**src/design/calu8_pkg.sv**
```systemverilog
// ----------------------------------------------------------------------------
// calu8_pkg
// Types, operation codes and constants shared by the 8-bit flag ALU.
// ----------------------------------------------------------------------------
package calu8_pkg;

  localparam int unsigned InDataW  = 32;
  localparam int unsigned OutDataW = 16;

  localparam logic [7:0] DaaAdjHi   = 8'h60;
  localparam logic [7:0] DaaAdjLo   = 8'h06;
  localparam logic [7:0] DaaLimitHi = 8'h99;
  localparam logic [3:0] DaaLimitLo = 4'h9;

  typedef enum logic [4:0] {
    OP_ADD  = 5'd0,
    OP_ADC  = 5'd1,
    OP_SUB  = 5'd2,
    OP_SBC  = 5'd3,
    OP_AND  = 5'd4,
    OP_XOR  = 5'd5,
    OP_OR   = 5'd6,
    OP_CP   = 5'd7,
    OP_DAA  = 5'd8,
    OP_CPL  = 5'd9,
    OP_SCF  = 5'd10,
    OP_CCF  = 5'd11,
    OP_RLC  = 5'd12,
    OP_RRC  = 5'd13,
    OP_RL   = 5'd14,
    OP_RR   = 5'd15,
    OP_SLA  = 5'd16,
    OP_SRA  = 5'd17,
    OP_SWAP = 5'd18,
    OP_SRL  = 5'd19,
    OP_BIT  = 5'd20,
    OP_RES  = 5'd21,
    OP_SET  = 5'd22,
    OP_RLCA = 5'd23,
    OP_RRCA = 5'd24,
    OP_RLA  = 5'd25,
    OP_RRA  = 5'd26
  } alu_op_e;

  typedef enum logic [2:0] {
    SH_RLC  = 3'd0,
    SH_RRC  = 3'd1,
    SH_RL   = 3'd2,
    SH_RR   = 3'd3,
    SH_SLA  = 3'd4,
    SH_SRA  = 3'd5,
    SH_SWAP = 3'd6,
    SH_SRL  = 3'd7
  } shift_op_e;

  typedef struct packed {
    logic z;
    logic n;
    logic h;
    logic c;
  } flags_t;

  typedef struct packed {
    logic [4:0] cmd;
    logic [7:0] acc;
    logic [7:0] operand;
    logic [2:0] bit_pos;
    flags_t     flags;
  } alu_in_t;

  typedef struct packed {
    logic [7:0] result;
    logic       write_result;
    flags_t     flags;
  } alu_out_t;

endpackage

```
**src/design/calu8_core.sv**
```systemverilog
// ----------------------------------------------------------------------------
// calu8_core
// Combinational datapath: arithmetic, logic, DAA, rotates/shifts and bit ops.
// ----------------------------------------------------------------------------
module calu8_core import calu8_pkg::*; (
  input  alu_in_t  op_i,
  output alu_out_t res_o
);

  function automatic logic [8:0] shift_fn(input shift_op_e k, input logic [7:0] x,
                                          input logic cin);
    logic [8:0] y;
    case (k)
      SH_RLC:  y = {x[7], x[6:0], x[7]};
      SH_RRC:  y = {x[0], x[0], x[7:1]};
      SH_RL:   y = {x[7], x[6:0], cin};
      SH_RR:   y = {x[0], cin, x[7:1]};
      SH_SLA:  y = {x[7], x[6:0], 1'b0};
      SH_SRA:  y = {x[0], x[7], x[7:1]};
      SH_SWAP: y = {1'b0, x[3:0], x[7:4]};
      SH_SRL:  y = {x[0], 1'b0, x[7:1]};
      default: y = '0;
    endcase
    return y;
  endfunction

  alu_op_e    op;
  logic [7:0] a, v;
  logic       cy;
  logic [8:0] sum9, diff9;
  logic [4:0] sum_lo, diff_lo;
  logic       daa_hi, daa_lo;
  logic [7:0] daa_val;
  logic       acc_rot;
  logic [7:0] sh_src;
  logic [4:0] sh_idx;
  logic [8:0] sh_res;
  logic [7:0] bit_mask;
  logic [7:0] r;
  logic       wr;
  flags_t     f;

  assign op = alu_op_e'(op_i.cmd);
  assign a  = op_i.acc;
  assign v  = op_i.operand;
  assign cy = (op == OP_ADC || op == OP_SBC) ? op_i.flags.c : 1'b0;

  assign sum9    = {1'b0, a} + {1'b0, v} + {8'd0, cy};
  assign sum_lo  = {1'b0, a[3:0]} + {1'b0, v[3:0]} + {4'd0, cy};
  assign diff9   = {1'b0, a} - {1'b0, v} - {8'd0, cy};
  assign diff_lo = {1'b0, a[3:0]} - {1'b0, v[3:0]} - {4'd0, cy};

  assign daa_hi = op_i.flags.c | (a > DaaLimitHi);
  assign daa_lo = op_i.flags.h | (a[3:0] > DaaLimitLo);

  always_comb begin
    if (!op_i.flags.n) begin
      daa_val = a + (daa_hi ? DaaAdjHi : 8'd0) + (daa_lo ? DaaAdjLo : 8'd0);
    end else begin
      daa_val = a - (op_i.flags.c ? DaaAdjHi : 8'd0) - (op_i.flags.h ? DaaAdjLo : 8'd0);
    end
  end

  assign acc_rot  = op inside {[OP_RLCA:OP_RRA]};
  assign sh_src   = acc_rot ? a : v;
  assign sh_idx   = acc_rot ? (op_i.cmd - OP_RLCA) : (op_i.cmd - OP_RLC);
  assign sh_res   = shift_fn(shift_op_e'(sh_idx[2:0]), sh_src, op_i.flags.c);
  assign bit_mask = 8'd1 << op_i.bit_pos;

  always_comb begin
    r  = 8'd0;
    wr = 1'b1;
    f  = op_i.flags;
    case (op)
      OP_ADD, OP_ADC: begin
        r = sum9[7:0];
        f = '{z: (sum9[7:0] == 8'd0), n: 1'b0, h: sum_lo[4], c: sum9[8]};
      end
      OP_SUB, OP_SBC, OP_CP: begin
        r  = diff9[7:0];
        wr = (op != OP_CP);
        f  = '{z: (diff9[7:0] == 8'd0), n: 1'b1, h: diff_lo[4], c: diff9[8]};
      end
      OP_AND: begin
        r = a & v;
        f = '{z: ((a & v) == 8'd0), n: 1'b0, h: 1'b1, c: 1'b0};
      end
      OP_XOR: begin
        r = a ^ v;
        f = '{z: ((a ^ v) == 8'd0), n: 1'b0, h: 1'b0, c: 1'b0};
      end
      OP_OR: begin
        r = a | v;
        f = '{z: ((a | v) == 8'd0), n: 1'b0, h: 1'b0, c: 1'b0};
      end
      OP_DAA: begin
        r   = daa_val;
        f.z = (daa_val == 8'd0);
        f.h = 1'b0;
        if (!op_i.flags.n) begin
          f.c = daa_hi;
        end
      end
      OP_CPL: begin
        r   = ~a;
        f.n = 1'b1;
        f.h = 1'b1;
      end
      OP_SCF: begin
        wr = 1'b0;
        f  = '{z: op_i.flags.z, n: 1'b0, h: 1'b0, c: 1'b1};
      end
      OP_CCF: begin
        wr = 1'b0;
        f  = '{z: op_i.flags.z, n: 1'b0, h: 1'b0, c: ~op_i.flags.c};
      end
      OP_RLC, OP_RRC, OP_RL, OP_RR, OP_SLA, OP_SRA, OP_SWAP, OP_SRL,
      OP_RLCA, OP_RRCA, OP_RLA, OP_RRA: begin
        r = sh_res[7:0];
        f = '{z: (!acc_rot && sh_res[7:0] == 8'd0), n: 1'b0, h: 1'b0, c: sh_res[8]};
      end
      OP_BIT: begin
        wr = 1'b0;
        f  = '{z: ~v[op_i.bit_pos], n: 1'b0, h: 1'b1, c: op_i.flags.c};
      end
      OP_RES: r = v & ~bit_mask;
      OP_SET: r = v | bit_mask;
      default: wr = 1'b0;
    endcase
  end

  assign res_o.result       = wr ? r : 8'd0;
  assign res_o.write_result = wr;
  assign res_o.flags        = f;

endmodule

```
**src/design/cpu_alu_8bit_flags.sv**
```systemverilog
// ----------------------------------------------------------------------------
// cpu_alu_8bit_flags
// 8-bit ALU with Z/N/H/C flags behind an input register and a result register.
// An accepted input passes the input register, then the result register, to the output.
// Throughput: 1 item per cycle; both stages advance whenever the result
// register is empty or being taken.
// Reset: asynchronous, active low; clears both stage valid flags.
// ----------------------------------------------------------------------------
module cpu_alu_8bit_flags import calu8_pkg::*; (
  input  logic                clk_i,
  input  logic                rst_ni,
  input  logic                s_axis_tvalid_i,
  output logic                s_axis_tready_o,
  // [4:0] cmd, [12:5] acc, [20:13] operand, [23:21] bit_pos,
  // [24] z_in, [25] n_in, [26] h_in, [27] c_in, [31:28] zero
  input  logic [InDataW-1:0]  s_axis_tdata_i,
  output logic                m_axis_tvalid_o,
  input  logic                m_axis_tready_i,
  // [7:0] result, [8] write_result, [9] z_out, [10] n_out, [11] h_out,
  // [12] c_out, [15:13] zero
  output logic [OutDataW-1:0] m_axis_tdata_o
);

  alu_in_t  in_d, in_q;
  logic     in_vld_q;
  alu_out_t out_d, out_q;
  logic     out_vld_q;
  logic     out_load, in_load;

  assign out_load        = !out_vld_q || m_axis_tready_i;
  assign in_load         = !in_vld_q || out_load;
  assign s_axis_tready_o = in_load;

  assign in_d.cmd     = s_axis_tdata_i[4:0];
  assign in_d.acc     = s_axis_tdata_i[12:5];
  assign in_d.operand = s_axis_tdata_i[20:13];
  assign in_d.bit_pos = s_axis_tdata_i[23:21];
  assign in_d.flags   = '{z: s_axis_tdata_i[24], n: s_axis_tdata_i[25],
                          h: s_axis_tdata_i[26], c: s_axis_tdata_i[27]};

  calu8_core u_core (
    .op_i  (in_q),
    .res_o (out_d)
  );

  always_ff @(posedge clk_i or negedge rst_ni) begin
    if (!rst_ni) begin
      in_vld_q  <= 1'b0;
      out_vld_q <= 1'b0;
    end else begin
      if (in_load) begin
        in_vld_q <= s_axis_tvalid_i;
      end
      if (out_load) begin
        out_vld_q <= in_vld_q;
      end
    end
  end

  always_ff @(posedge clk_i) begin
    if (in_load && s_axis_tvalid_i) begin
      in_q <= in_d;
    end
    if (out_load && in_vld_q) begin
      out_q <= out_d;
    end
  end

  assign m_axis_tvalid_o = out_vld_q;
  assign m_axis_tdata_o  = {3'b000, out_q.flags.c, out_q.flags.h, out_q.flags.n,
                            out_q.flags.z, out_q.write_result, out_q.result};

endmodule

```
**config.mk**
```make
export PLATFORM = sky130hd
export DESIGN_NAME = cpu_alu_8bit_flags
export DESIGN_NICKNAME = d
export VERILOG_FILES = /design/src/design/calu8_pkg.sv /design/src/design/calu8_core.sv /design/src/design/cpu_alu_8bit_flags.sv
export SDC_FILE = /design/constraint.sdc
export NUM_CORES = 1
export LEC_CHECK = 0
export ABC_AREA = 0
export BUFFER_PORTS_ARGS = -buffer_cell sky130_fd_sc_hd__buf_2
export CORE_MARGIN = 5
export CORE_UTILIZATION = 35
export CTS_CLUSTER_DIAMETER = 100
export CTS_CLUSTER_SIZE = 12
export DETAILED_ROUTE_END_ITERATION = 12
export RECOVER_POWER = 50
export REMOVE_ABC_BUFFERS = 1
export SETUP_SLACK_MARGIN = 0.15
export SYNTH_ARGS = -nofsm -noshare
export SYNTH_HDL_FRONTEND = slang
export SYNTH_SLANG_ARGS = --single-unit
```
**constraint.sdc**
```tcl
create_clock -name clk_i -period 4.72 [get_ports clk_i]
set_input_delay 0.472 -clock clk_i [delete_from_list [all_inputs] [get_ports clk_i]]
set_output_delay 0.472 -clock clk_i [all_outputs]
set_load 0.02 [all_outputs]
```
# [Word-level counts from Yosys, hierarchy flattened]
# Index checks and enable logic that the tools add are counted.
[word_totals] reg_bits=43 output_inout_bits=18 wordCells=127
[op_classes] addsub=14 order_cmp=5 eq_ne=34 shift=1 mux=18 bitwise_logic=11 n_reduce_logical=28
[ops] operator="$pmux 8 s10" count=1
[ops] operator="$pmux 9 s8" count=1
[ops] operator="$logic_not 8->1" count=7
[ops] operator="$eq 5x5->1 const B" count=11
[ops] operator="$eq 5x4->1 const B" count=8
[ops] operator="$reduce_or 21->1" count=1
[ops] operator="$eq 5x3->1 const B" count=4
[ops] operator="$reduce_or 20->1" count=1
[ops] operator="$reduce_or 17->1" count=1
[ops] operator="$add 8x8->8" count=2
[ops] operator="$and 8x8->8" count=2
[ops] operator="$mux 8" count=2
[ops] operator="$not 8->8" count=2
[ops] operator="$or 8x8->8" count=2
[ops] operator="$sub 8x8->8" count=2
[ops] operator="$mux 7" count=2
[ops] operator="$eq 3x3->1 const B" count=4
[ops] operator="$reduce_or 12->1" count=1
[ops] operator="$eq 5x2->1 const B" count=2
[ops] operator="$add 8x8->9" count=1
[ops] operator="$add 9x1->9" count=1
[ops] operator="$mux 3" count=3
[ops] operator="$reduce_or 3->1" count=3
[ops] operator="$sub 8x8->9" count=1
[ops] operator="32 further kinds" count=46

# [Depth between registers and ports, before layout]
# Gate-level depths: netlist (run 1).
[logic_depth] depth_word=8 ltp_mapped=17 depth_no_buf=15

# [By module]
# From an unflattened synthesis (run 1), not the netlist that was laid out.
[unflattened] cells_unflattened=551 hier_area_um2=4838.4
[modules_own_cells] mod="calu8_core" n_inst=1 cells_each=498 area_per_inst_um2=3477.1 seq_area_each_um2=0.0
[modules_own_cells] mod="cpu_alu_8bit_flags" n_inst=1 cells_each=53 area_per_inst_um2=1361.3 seq_area_each_um2=1281.2

# [Worst setup path before layout (run 1)]
# OpenSTA, ideal clock, no wires.
[synth_path] kind="reg2reg" startpoint="reg in_q[26] (netlist name)" endpoint="reg out_q (netlist bit m_axis_tdata_o[12]), data pin" setup_time_ns=0.261 arrival_ns=3.407 required_time_ns=4.459 slack_ns=1.052 path_stages_with_launch=15 path_buffers=2 period_less_slack_ns=3.668 cell_sequence="edfxtp_1 -> buf_4 -> buf_4 -> nor3_1 -> o211ai_1 -> fa_1 -> fa_1 -> o21a_1 -> nor2_1 -> o21ai_0 -> a21o_1 -> a21oi_1 -> xnor2_1 -> o22ai_1 -> o32a_1"
[synth_rtl] item="start, declared" line="cpu_alu_8bit_flags.sv:24" source="alu_in_t in_d, in_q;"
[synth_rtl] item="start signal, assigned" line="cpu_alu_8bit_flags.sv:62" source="in_q <= in_d;"
[synth_rtl] item="end signal, assigned" line="cpu_alu_8bit_flags.sv:65" source="out_q <= out_d;"
[synth_rtl] item="end, declared" line="cpu_alu_8bit_flags.sv:26" source="alu_out_t out_d, out_q;"

==> results of run 1 <==
placed cells by master (no fill, tap or decap), types with 6 or more instances in the layout:
cell type                  synthesis  final
sky130_fd_sc_hd__nor3_1            9      9
sky130_fd_sc_hd__nor2b_1           6      6
sky130_fd_sc_hd__inv_1            35     35
sky130_fd_sc_hd__nand4_1           8      8
sky130_fd_sc_hd__nor4_1            6      6
sky130_fd_sc_hd__xor2_1            7      7
sky130_fd_sc_hd__nand3_1          18     18
sky130_fd_sc_hd__nand2b_1         10     10
sky130_fd_sc_hd__nor2_1           42     42
sky130_fd_sc_hd__a211oi_1          6      6
sky130_fd_sc_hd__a21oi_1          28     28
sky130_fd_sc_hd__o21a_1            6      6
sky130_fd_sc_hd__ha_1             47     47
sky130_fd_sc_hd__edfxtp_1         41     41
sky130_fd_sc_hd__clkbuf_1         13     15
sky130_fd_sc_hd__a31oi_1          12     12
sky130_fd_sc_hd__o21ai_0          42     42
sky130_fd_sc_hd__xnor2_1          16     16
sky130_fd_sc_hd__buf_4             5      7
sky130_fd_sc_hd__o22ai_1           8      8
sky130_fd_sc_hd__nand2_1          32     32
sky130_fd_sc_hd__buf_2             8     31
sky130_fd_sc_hd__a21o_1            7      7
sky130_fd_sc_hd__o211ai_1          7      7
cells in the mapped netlist (all sizes together), types with 3 or more instances:
| library cell | n | share of area [%] |
|---|---|---|
| or3 | 4 | 0.54 |
| and2 | 5 | 0.68 |
| nand3 | 18 | 1.9 |
| nor3b | 5 | 0.81 |
| nand2b | 12 | 1.9 |
| clkbuf | 13 | 1.1 |
| o2111ai | 3 | 0.57 |
| or4 | 3 | 0.49 |
| o2111a | 3 | 0.73 |
| mux2i | 5 | 1.1 |
| nor2b | 7 | 1.0 |
| nand2 | 32 | 2.6 |
| a221oi | 4 | 0.76 |
| inv | 35 | 2.8 |
| o22ai | 8 | 1.1 |
| nor4 | 6 | 0.81 |
| a21oi | 28 | 3.0 |
| xor2 | 7 | 1.3 |
| nor3 | 10 | 1.3 |
| nand3b | 3 | 0.49 |
| o221ai | 3 | 0.57 |
| a21o | 7 | 1.1 |
| edfxtp | 41 | 27 |
| ha | 47 | 13 |
| xnor2 | 16 | 3.0 |
| nand4b | 3 | 0.57 |
| o211ai | 7 | 1.1 |
| a41oi | 3 | 0.57 |
| and3 | 3 | 0.41 |
| o311ai | 5 | 1.1 |
| a31oi | 12 | 1.6 |
| a22o | 3 | 0.57 |
| nand4 | 8 | 1.1 |
| o21ai | 44 | 5.1 |
| nor2 | 42 | 3.4 |
| a211oi | 6 | 0.97 |
| o21a | 6 | 0.97 |
| fa | 5 | 2.2 |
| buf | 17 | 2.6 |
| a22oi | 4 | 0.65 |
worst max-delay path, delay by kind of cell, from the launching register on:
family	cells	cell delay, ns
DFF	1	0.56
xor gates and xnor gates	1	0.14
and+or+nand+nor	1	0.20
adders and majority gates	3	1.34
buffers and inverters	1	0.14
AOI/OAI and AO/OA	7	1.54
power breakdown:
group	total (mW)	switching [mW]	internal (mW)
clock network	0.362	0.164	0.198
logic	0.489	0.305	0.184
registers	0.498	0.0383	0.459
routing by layer:
metal	track usage, %	wire length (um)	vias up
met4	6.82	441	0
met2	28.3	6450	229
met1	26.7	6600	2066
met5	0	0	-
met3	4.52	1430	31
li1	-	-	2037
how the worst max path moves through the flow:
stage	start	cells after the start	slack, ns	to
floorplan	in_q[27]	12	1.12	m_axis_tdata_o[12]
global placement	in_q[24]	13	0.63	m_axis_tdata_o[12]
detailed placement	in_q[24]	13	0.58	m_axis_tdata_o[12]
CTS	in_q[24]	13	0.57	m_axis_tdata_o[12]
global route	in_q[24]	13	0.27	m_axis_tdata_o[9]
finish	in_q[24]	13	0.55	m_axis_tdata_o[12]
state kept, by name, summed over array words and instances, names as in the netlist:
| signal | cells |
|---|---|
| m_axis_tvalid_o | 1 |
| in_q | 28 |
| in_vld_q | 1 |
| m_axis_tdata_o | 13 |
cell families (layout without fill, tap and decap cells):
group | after synthesis | count (layout) | synth area share, %
AND/OR/NAND/NOR | 167 | 167 | 19.2
buffers and inverters | 66 | 98 | 6.62
multiplexers | 8 | 8 | 2.30
AO/OA/AOI/OAI | 166 | 166 | 24.9
adder cells (fa/ha/maj) | 52 | 52 | 14.9
other | 1 | 3 | 0.0810
XOR/XNOR | 23 | 23 | 4.35
flip-flops | 43 | 43 | 27.7
per-stage QoR:
step	instances	worst slack (ns)	hold WS [ns]	instance area, sq um
detailed placement	727	0.580	0.263	4970
global placement	727	0.626	0.258	4970
floorplan	498	1.12	0.176	4470
CTS	736	0.566	0.323	5130
finish	736	0.548	0.333	5110
global route	736	0.267	0.323	5110
timing repair:
item                      in CTS  in global routing
hold buffers                   1                  0
hold endpoints to repair       2                  0
gates resized for setup        0                  0
cell type report:
class	count	area share (%)
multi-input combinational	419	59.7
sequential	43	25.1
timing repair buffer	54	5.36
tap	176	4.31
inverter	36	2.64
clock buffer	5	2.45
clock inverter	3	0.490
==> results.txt, run 1 <==
----------------------------------------------------
[Status]
  Result of the run ... complete, no violations

[Final layout]
  Share of the core filled with cells ... between 30% and 40%
  # fillers ... ~1300
  Register area ... 0.00128 sq mm
  Number of nets in the finished design ... 647
  Share of layout cells above drive strength 1 ... 10.9%
  Area taken by multi-input logic gates ... ~0.003 sq mm
  Area growth from synthesis to final layout ... 10.4%
  Ant diodes ... 0

[CTS]
  TritonCTS Buffers ... 5
  Buffers inserted during post-CTS setup optimization ... 0
  Number of clock sinks ... 43
  TritonCTS clock tree ... yes
  Clk buf depth ... 2
  H-tree depth ... 2
  Clock insertion delay at the later pin of the skew report ... 0.31 ns
  Clock-pin slew on the worst setup and hold paths ... 0.07 ns
  Root Buffer ... sky130_fd_sc_hd__clkbuf_16

[Timing]
  Setup violators final ... 0
  Slew at the pin closest to its max-slew limit ... just under 0.9 ns
  Maximum operating frequency ... between 0.2 and 0.25 GHz
  Normalized max-slew margin ... about two fifths
  Share of the clock period used by the worst path after layout ... 88.4%
  RSZ-0062 raised after global routing ... false
  Final sum of negative setup slack ... 0 ns
  Final-report hold violation count ... 0
  Final Slew Violations ... 0
  Maximum clock skew at final layout ... approximately 0.015 ns
  Final critical delay including setup and external delays ... 4.17 ns

[Global route]
  Overflow left after global routing ... 0
  Largest net degree at the start of global routing ... 31
  Initial antenna violation count ... 0
  Via count of the first global-routing pass ... 4087
  Wire length of the first global-routing pass ... 23300 um
  Global router's overall resource usage ... 18.9%

[Worst hold path]
  Min-Delay Path Depth ... 1
  Min-delay worst type ... in -> reg
  Hold worst-path end ... in_q[2]
  Startpoint of the worst hold path ... s_axis_tdata_i[25]

[Floorplanning]
  Core ar. ... 0.0131 sq mm
  Starting density of the core ... 35.4%
  Horizontal die dimension ... 125 um
  Height of the die ... ~130 um
  Full die area ... 0.0156 sq mm
  Ports placed on the boundary ... 54
  Core Rows ... 42

[Setup path]
  Required time of the worst setup path ... 4.76 ns
  Logic depth of the worst register-to-register path ... 13
  Reg-to-Reg Start ... in_q[24]
  Path type of the worst setup path ... reg -> reg
  Crit-path most repeated cell ... sky130_fd_sc_hd__fa_1
  Flop2flop setup slack ... approximately 0.55 ns
  Reg-to-reg endpoint ... m_axis_tdata_o[12]
  Cell with the biggest individual delay on the critical path ... sky130_fd_sc_hd__edfxtp_1
  Capturing element type of the critical path ... register
  Data arrival time of the critical path ... around 4.2 ns
  Maximum single-stage delay on the critical path ... 0.56 ns
  Worst-path cell chain ... inv_1 -> ha_1 -> o211ai_1 -> fa_1 -> fa_1 -> o21a_1 -> nor2_1 -> o21ai_0 -> a21o_1 -> a21oi_1 -> xnor2_1 -> o22ai_1 -> o32a_1
  Largest driver fanout on the critical path ... 11
  Element type at the critical path start ... register

[Power]
  PnR Total Power ... 1.35 mW
  Worst supply voltage drop on vdd ... 0.214 mV
  Leakage power total ... 1.98 nW
  Power density over the cells ... 264 mW/mm^2

[Synthesis]
  Distinct cell type count of the synthesized netlist ... 76
  Share of flip-flops with an asynchronous set or reset after synthesis ... 4.65%
  Count of synthesis-stage warnings from yosys ... 0
  Instance count of the mapped netlist ... 526
  Part of the Yosys area used for sequential elements ... 27.7%
  EDFF count, synth ... 41
  Syn Std Cell Area ... approximately 0.0046 sq mm
  Post-synth top flop ... sky130_fd_sc_hd__edfxtp_1
  Synthesized area per cell ... between 8 and 9 sq um
  Seq cells post-synth ... 43

[Detailed routing]
  Via density per instance ... between 5 and 6
  Final antenna-violating net count ... 0
  Total routed wirelength ... 14900 um
  Initial DRC Count ... 456
  First drt pass iteration count ... 5
  Total number of vias ... 4363
  DRC violation count after routing ... 0
  Wire length per cell ... 20.3 um

[Placed design]
  Detail Placement HPWL ... 11800 um
  Final weighted congestion of routability-driven global placement ... 0.964
  Number of buffers added on ports ... 46

[Flow run]
  Max-cap check violation count ... 0

----------------------------------------------------
Note: power is estimated with default switching activity, not from simulation.
==> run 2, diff against run 1 <==
CORE_ASPECT_RATIO = 0.8   (was unset)
CTS_CLUSTER_DIAMETER = 50   (was 100)
==> results.txt, run 2 (synthesized netlist as in run 1, its figures left out) <==
----------------------------------------------------
[Setup path]
  Crit-path most repeated cell ... sky130_fd_sc_hd__fa_1
  Buffers and inverters on the worst path ... 0
  Maximum single-stage delay on the critical path ... 0.59 ns
  Capturing element type of the critical path ... register
  Worst-path cell chain ... ha_1 -> o211ai_1 -> fa_1 -> fa_1 -> o21a_1 -> nor2_1 -> o21ai_0 -> a21o_1 -> a21oi_1 -> xnor2_1 -> o22ai_1 -> o32a_1
  Required time of the worst setup path ... ~4.8 ns
  Path type of the worst setup path ... reg -> reg
  Largest driver fanout on the critical path ... 11
  Family with the most delay on the worst path ... compound AO/OA/AOI/OAI gates
  Element type at the critical path start ... register
  Data arrival time of the critical path ... 4.31 ns
  Cell with the biggest individual delay on the critical path ... sky130_fd_sc_hd__edfxtp_1

[Floorplanning]
  Horizontal die dimension ... 139 um
  Full die area ... 0.0156 sq mm
  Core ar. ... between 0.01 and 0.015 sq mm
  Height of the die ... 113 um
  Ports placed on the boundary ... 54
  Starting density of the core ... 35.8%
  Core Rows ... 37

[Detailed routing]
  Wire length per cell ... 21.2 um
  Total routed wirelength ... 15600 um
  DRC violation count after routing ... 0
  Initial DRC Count ... between 400 and 500
  Final antenna-violating net count ... 0
  First drt pass iteration count ... 7
  Total number of vias ... 4298
  Via density per instance ... 5.85

[Global route]
  Via count of the first global-routing pass ... 4117
  Global router's overall resource usage ... 19.5%
  Initial antenna violation count ... 0
  Overflow left after global routing ... 0
  Wire length of the first global-routing pass ... 23900 um
  Largest net degree at the start of global routing ... 31

[CTS]
  TritonCTS Buffers ... 5
  H-tree depth ... 2
  Clock insertion delay at the later pin of the skew report ... 0.29 ns
  Buffers inserted during post-CTS setup optimization ... 0
  Clock-pin slew on the worst setup and hold paths ... approximately 0.06 ns
  Root Buffer ... sky130_fd_sc_hd__clkbuf_16
  TritonCTS clock tree ... yes
  Clk buf depth ... 2
  Number of clock sinks ... 43

[Final layout]
  Number of nets in the finished design ... 648
  # fillers ... approximately 1300
  Ant diodes ... 0
  Top reg by flops ... in_q
  Share of the core filled with cells ... 39.7%
  Area growth from synthesis to final layout ... 10.8%
  Commonest non-fill, non-tap cell in the layout ... sky130_fd_sc_hd__ha_1
  Flip-flop count of the largest register, all copies and words added ... 28
  Share of layout cells above drive strength 1 ... 10.9%
  Most frequent cells in the layout ... 47 x sky130_fd_sc_hd__ha_1, 42 x sky130_fd_sc_hd__nor2_1, 42 x sky130_fd_sc_hd__o21ai_0

[Placed design]
  Detail Placement HPWL ... 12200 um
  Number of buffers added on ports ... 46
  Final weighted congestion of routability-driven global placement ... 0.963

[Power]
  PnR Total Power ... about 1.4 mW
  Leakage power total ... ~2 nW
  Power density over the cells ... 271 mW/mm^2
  Worst supply voltage drop on vdd ... roughly 0.13 mV

[Timing]
  Final sum of negative setup slack ... 0 ns
  Final-report hold violation count ... 0
  Final critical delay including setup and external delays ... 4.27 ns
  Normalized max-slew margin ... 25.5%
  Maximum operating frequency ... 0.234 GHz
  Slew at the pin closest to its max-slew limit ... 1.09 ns
  Setup violators final ... 0
  Final Slew Violations ... 0
  RSZ-0062 raised after global routing ... false
  Share of the clock period used by the worst path after layout ... 90.5%
  Maximum clock skew at final layout ... 0.00533 ns

[Status]
  Result of the run ... complete, no violations

[Flow run]
  Max-cap check violation count ... 0

[Worst hold path]
  Min-delay worst type ... in -> reg

----------------------------------------------------
run 2: cell types whose count changed in the layout (fill, tap and decap cells not counted), sizes merged:
cell    previous run  this run
buf               38        39
bufinv             0         1
clkinv             3         1
run 2: per-stage QoR:
stage	area, sq um	instances	hold WS [ns]	setup slack (ns)
2_1_floorplan	4470	498	0.176	1.12
3_3_place_gp	4970	727	0.257	0.550
3_5_place_dp	4970	727	0.257	0.540
4_1_cts	5150	735	0.346	0.517
5_1_grt	5130	735	0.342	0.285
6_report	5130	735	0.349	0.448
run 2: layout make-up:
class / count / area (sq um) / area share, %
well taps: 175 / 219 / 4.27
multi-input cells: 419 / 3050 / 59.5
inverters: 36 / 135 / 2.63
clock inverters: 2 / 37.5 / 0.732
flip-flops and latches: 43 / 1280 / 25.0
clock buffers: 5 / 125 / 2.44
repair buffers: 55 / 282 / 5.49
run 2: worst reg2reg max path: cells and delay by family (launching register included):
family	cells	cell delay (ns)
AOI/OAI and AO/OA	7	1.60
xor gates and xnor gates	1	0.14
DFF	1	0.59
and+or+nand+nor	1	0.22
adders and majority gates	3	1.47
run 2: what timing repair did:
action                     CTS  global route
setup endpoints to repair    0             0
hold endpoints to repair     2             0
gates resized for setup      0             0
hold buffers                 1             0
run 2: final timing paths:
check	startpoint	end	slack (ns)	depth (start not counted)
worst min register to register	in_vld_q	m_axis_tvalid_o	0.50	1
worst max-delay path	in_q[24]	m_axis_tdata_o[12]	0.45	12
min in group asynchronous	rst_ni	m_axis_tvalid_o	0.48	2
max in group asynchronous	rst_ni	in_vld_q	4.12	2
worst max register to register	in_q[24]	m_axis_tdata_o[12]	0.45	12
worst min-delay path	s_axis_tdata_i[3]	in_q[26]	0.35	1
run 2: layer usage:
metal | up-vias | routed length (um) | global-route usage (%)
met4 | 0 | 188 | 3.62
met2 | 190 | 6510 | 28.5
li1 | 2040 | - | -
met3 | 16 | 1310 | 4.99
met1 | 2052 | 7550 | 29.2
met5 | - | 0 | 0
run 2: power breakdown:
part / internal (mW) / switching (mW)
sequential: 0.459 / 0.0393
clock: 0.247 / 0.152
combinational: 0.186 / 0.307
==> run 3, diff against run 2 <==
CORE_ASPECT_RATIO = 0.9   (was 0.8)
==> results.txt, run 3 (synthesized netlist as in run 1, its figures left out) <==
----------------------------------------------------
[CTS]
  CTS-repair resized insts ... 0
  Buffers inserted during post-CTS setup optimization ... 0
  TritonCTS Buffers ... 5
  Root Buffer ... sky130_fd_sc_hd__clkbuf_16
  Clock insertion delay at the later pin of the skew report ... 0.29 ns
  H-tree depth ... 2
  Clock-pin slew on the worst setup and hold paths ... approximately 0.070 ns
  Number of clock sinks ... 43
  Clk buf depth ... 2
  TritonCTS clock tree ... yes
  Post-CTS Hold Buffers ... 1

[Timing]
  Final critical delay including setup and external delays ... 4.09 ns
  Maximum operating frequency ... 0.245 GHz
  Share of the clock period used by the worst path after layout ... ~87%
  Maximum clock skew at final layout ... between 0.007 and 0.008 ns
  Normalized max-slew margin ... 30.9%
  Final Slew Violations ... 0
  Final-report hold violation count ... 0
  Setup violators final ... 0
  Slew at the pin closest to its max-slew limit ... 1.01 ns
  RSZ-0062 raised after global routing ... false
  Final sum of negative setup slack ... 0 ns

[Floorplanning]
  Height of the die ... 119 um
  Ports placed on the boundary ... 54
  Core Rows ... 39
  Full die area ... about 0.016 sq mm
  Core ar. ... 0.0128 sq mm
  Horizontal die dimension ... 131 um
  Starting density of the core ... 36.1%

[Final layout]
  Area growth from synthesis to final layout ... 10.6%
  Register area ... 0.00128 sq mm
  Top reg by flops ... in_q
  Share of the core filled with cells ... between 30% and 40%
  Most frequent cells in the layout ... 47 x sky130_fd_sc_hd__ha_1, 42 x sky130_fd_sc_hd__nor2_1, 42 x sky130_fd_sc_hd__o21ai_0
  Number of nets in the finished design ... 648
  # fillers ... 1300
  Flip-flop count of the largest register, all copies and words added ... 28
  Ant diodes ... 0
  Share of layout cells above drive strength 1 ... 10.9%
  Area taken by multi-input logic gates ... 0.00305 sq mm
  Commonest non-fill, non-tap cell in the layout ... sky130_fd_sc_hd__ha_1

[Setup path]
  Flop2flop setup slack ... around 0.63 ns
  Capturing element type of the critical path ... register
  Reg-to-Reg Start ... in_q[24]
  Required time of the worst setup path ... 4.75 ns
  Largest driver fanout on the critical path ... 11
  Reg-to-reg endpoint ... m_axis_tdata_o[12]
  Logic depth of the worst register-to-register path ... 12
  Path type of the worst setup path ... reg -> reg
  Data arrival time of the critical path ... 4.12 ns
  Element type at the critical path start ... register

[Power]
  Power density over the cells ... 272 mW/mm^2
  Switching power ... ~0.5 mW
  Proportion of power drawn by combinational gates ... 35.3%
  Worst supply voltage drop on vdd ... 0.153 mV
  PnR Total Power ... between 1 and 1.5 mW
  Switching part of the total ... 35.7%
  Leakage power total ... 2.00 nW
  Sequential power share ... a little over a third
  Clock power frac ... about 29%
  Pint ... about 0.9 mW

[Detailed routing]
  Top routing layer in use ... met4
  Routed length on met2 ... 6300 um
  Initial DRC Count ... 404
  Total number of vias ... 4348
  Total routed wirelength ... 14900 um
  Wire length on met3 ... 1660 um
  First drt pass iteration count ... 5
  Met1 Wirelength ... approximately 6600 um
  DRC violation count after routing ... 0
  Via density per instance ... 6.00
  Final antenna-violating net count ... 0
  Wire length per cell ... about 20 um

[Global route]
  Global router's overall resource usage ... between 10% and 20%
  Overflow left after global routing ... 0
  Largest net degree at the start of global routing ... 31
  Wire length of the first global-routing pass ... 22900 um
  Via count of the first global-routing pass ... 4059
  Initial antenna violation count ... 0

[Worst hold path]
  Min-Delay Path Depth ... 1
  Min-delay worst type ... in -> reg
  Hold worst-path end ... in_q[7]
  Startpoint of the worst hold path ... s_axis_tdata_i[13]

[Placed design]
  Number of buffers added on ports ... 46
  Final weighted congestion of routability-driven global placement ... roughly 0.97
  Detail Placement HPWL ... 11600 um

[Status]
  Result of the run ... complete, no violations

[Flow run]
  Max-cap check violation count ... 0

----------------------------------------------------
==> run 3: changes by cell type in the layout (fill, tap and decap cells not counted), sizes merged <==
cell      delta
clkinvlp     -1
inv          +1
clkinv       +1
==> run 3: cell type report <==
cell class                 count  share of cell area (%)
timing repair buffer          55                    5.50
clock inverter                 3                   0.831
clock buffer                   5                    2.44
multi-input combinational    419                    59.6
tap                          164                    4.01
inverter                      36                    2.64
sequential                    43                    25.0
==> run 3: per-stage QoR <==
step           cell area, sq um  std cells  setup WS, ns  hold WS (ns)
2_1_floorplan              4470        498          1.12         0.176
3_3_place_gp               4960        716         0.717         0.259
3_5_place_dp               4960        716         0.684         0.261
4_1_cts                    5140        725         0.674         0.345
5_1_grt                    5120        725         0.452         0.341
6_report                   5120        725         0.630         0.351
==> run 3: how the worst max path moves through the flow <==
stage | startpoint | end | slack (ns) | depth (start not counted)
floorplan | in_q[27] | m_axis_tdata_o[12] | 1.12 | 12
global placement | in_q[24] | m_axis_tdata_o[12] | 0.72 | 12
detailed placement | in_q[24] | m_axis_tdata_o[12] | 0.68 | 12
CTS | in_q[24] | m_axis_tdata_o[12] | 0.67 | 12
global route | in_q[24] | m_axis_tdata_o[12] | 0.45 | 12
finish | in_q[24] | m_axis_tdata_o[12] | 0.63 | 12
==> run 3: layer usage <==
layer | GRT usage (%) | up-vias
met4 | 4.42 | 0
met2 | 27.2 | 232
met3 | 6.24 | 27
met1 | 25.9 | 2041
li1 | - | 2048
met5 | 0 | -
==> run 3: power by group through the flow <==
stage	clock, mW	sequential [mW]	combinational, mW
finish	0.401	0.498	0.491
global route	0.432	0.502	0.539
detailed placement	0	0.505	0.484
global placement	0	0.503	0.476
floorplan	0	0.517	0.320
CTS	0.417	0.496	0.486
==> run 3: critical path: stages, from the launching register on <==
cell                       delay (ns)
sky130_fd_sc_hd__edfxtp_1        0.60
sky130_fd_sc_hd__ha_1            0.49
sky130_fd_sc_hd__o211ai_1        0.23
sky130_fd_sc_hd__fa_1            0.47
sky130_fd_sc_hd__fa_1            0.47
sky130_fd_sc_hd__o21a_1          0.22
sky130_fd_sc_hd__nor2_1          0.20
sky130_fd_sc_hd__o21ai_0         0.19
sky130_fd_sc_hd__a21o_1          0.22
sky130_fd_sc_hd__a21oi_1         0.17
sky130_fd_sc_hd__xnor2_1         0.13
sky130_fd_sc_hd__o22ai_1         0.10
sky130_fd_sc_hd__o32a_1          0.35
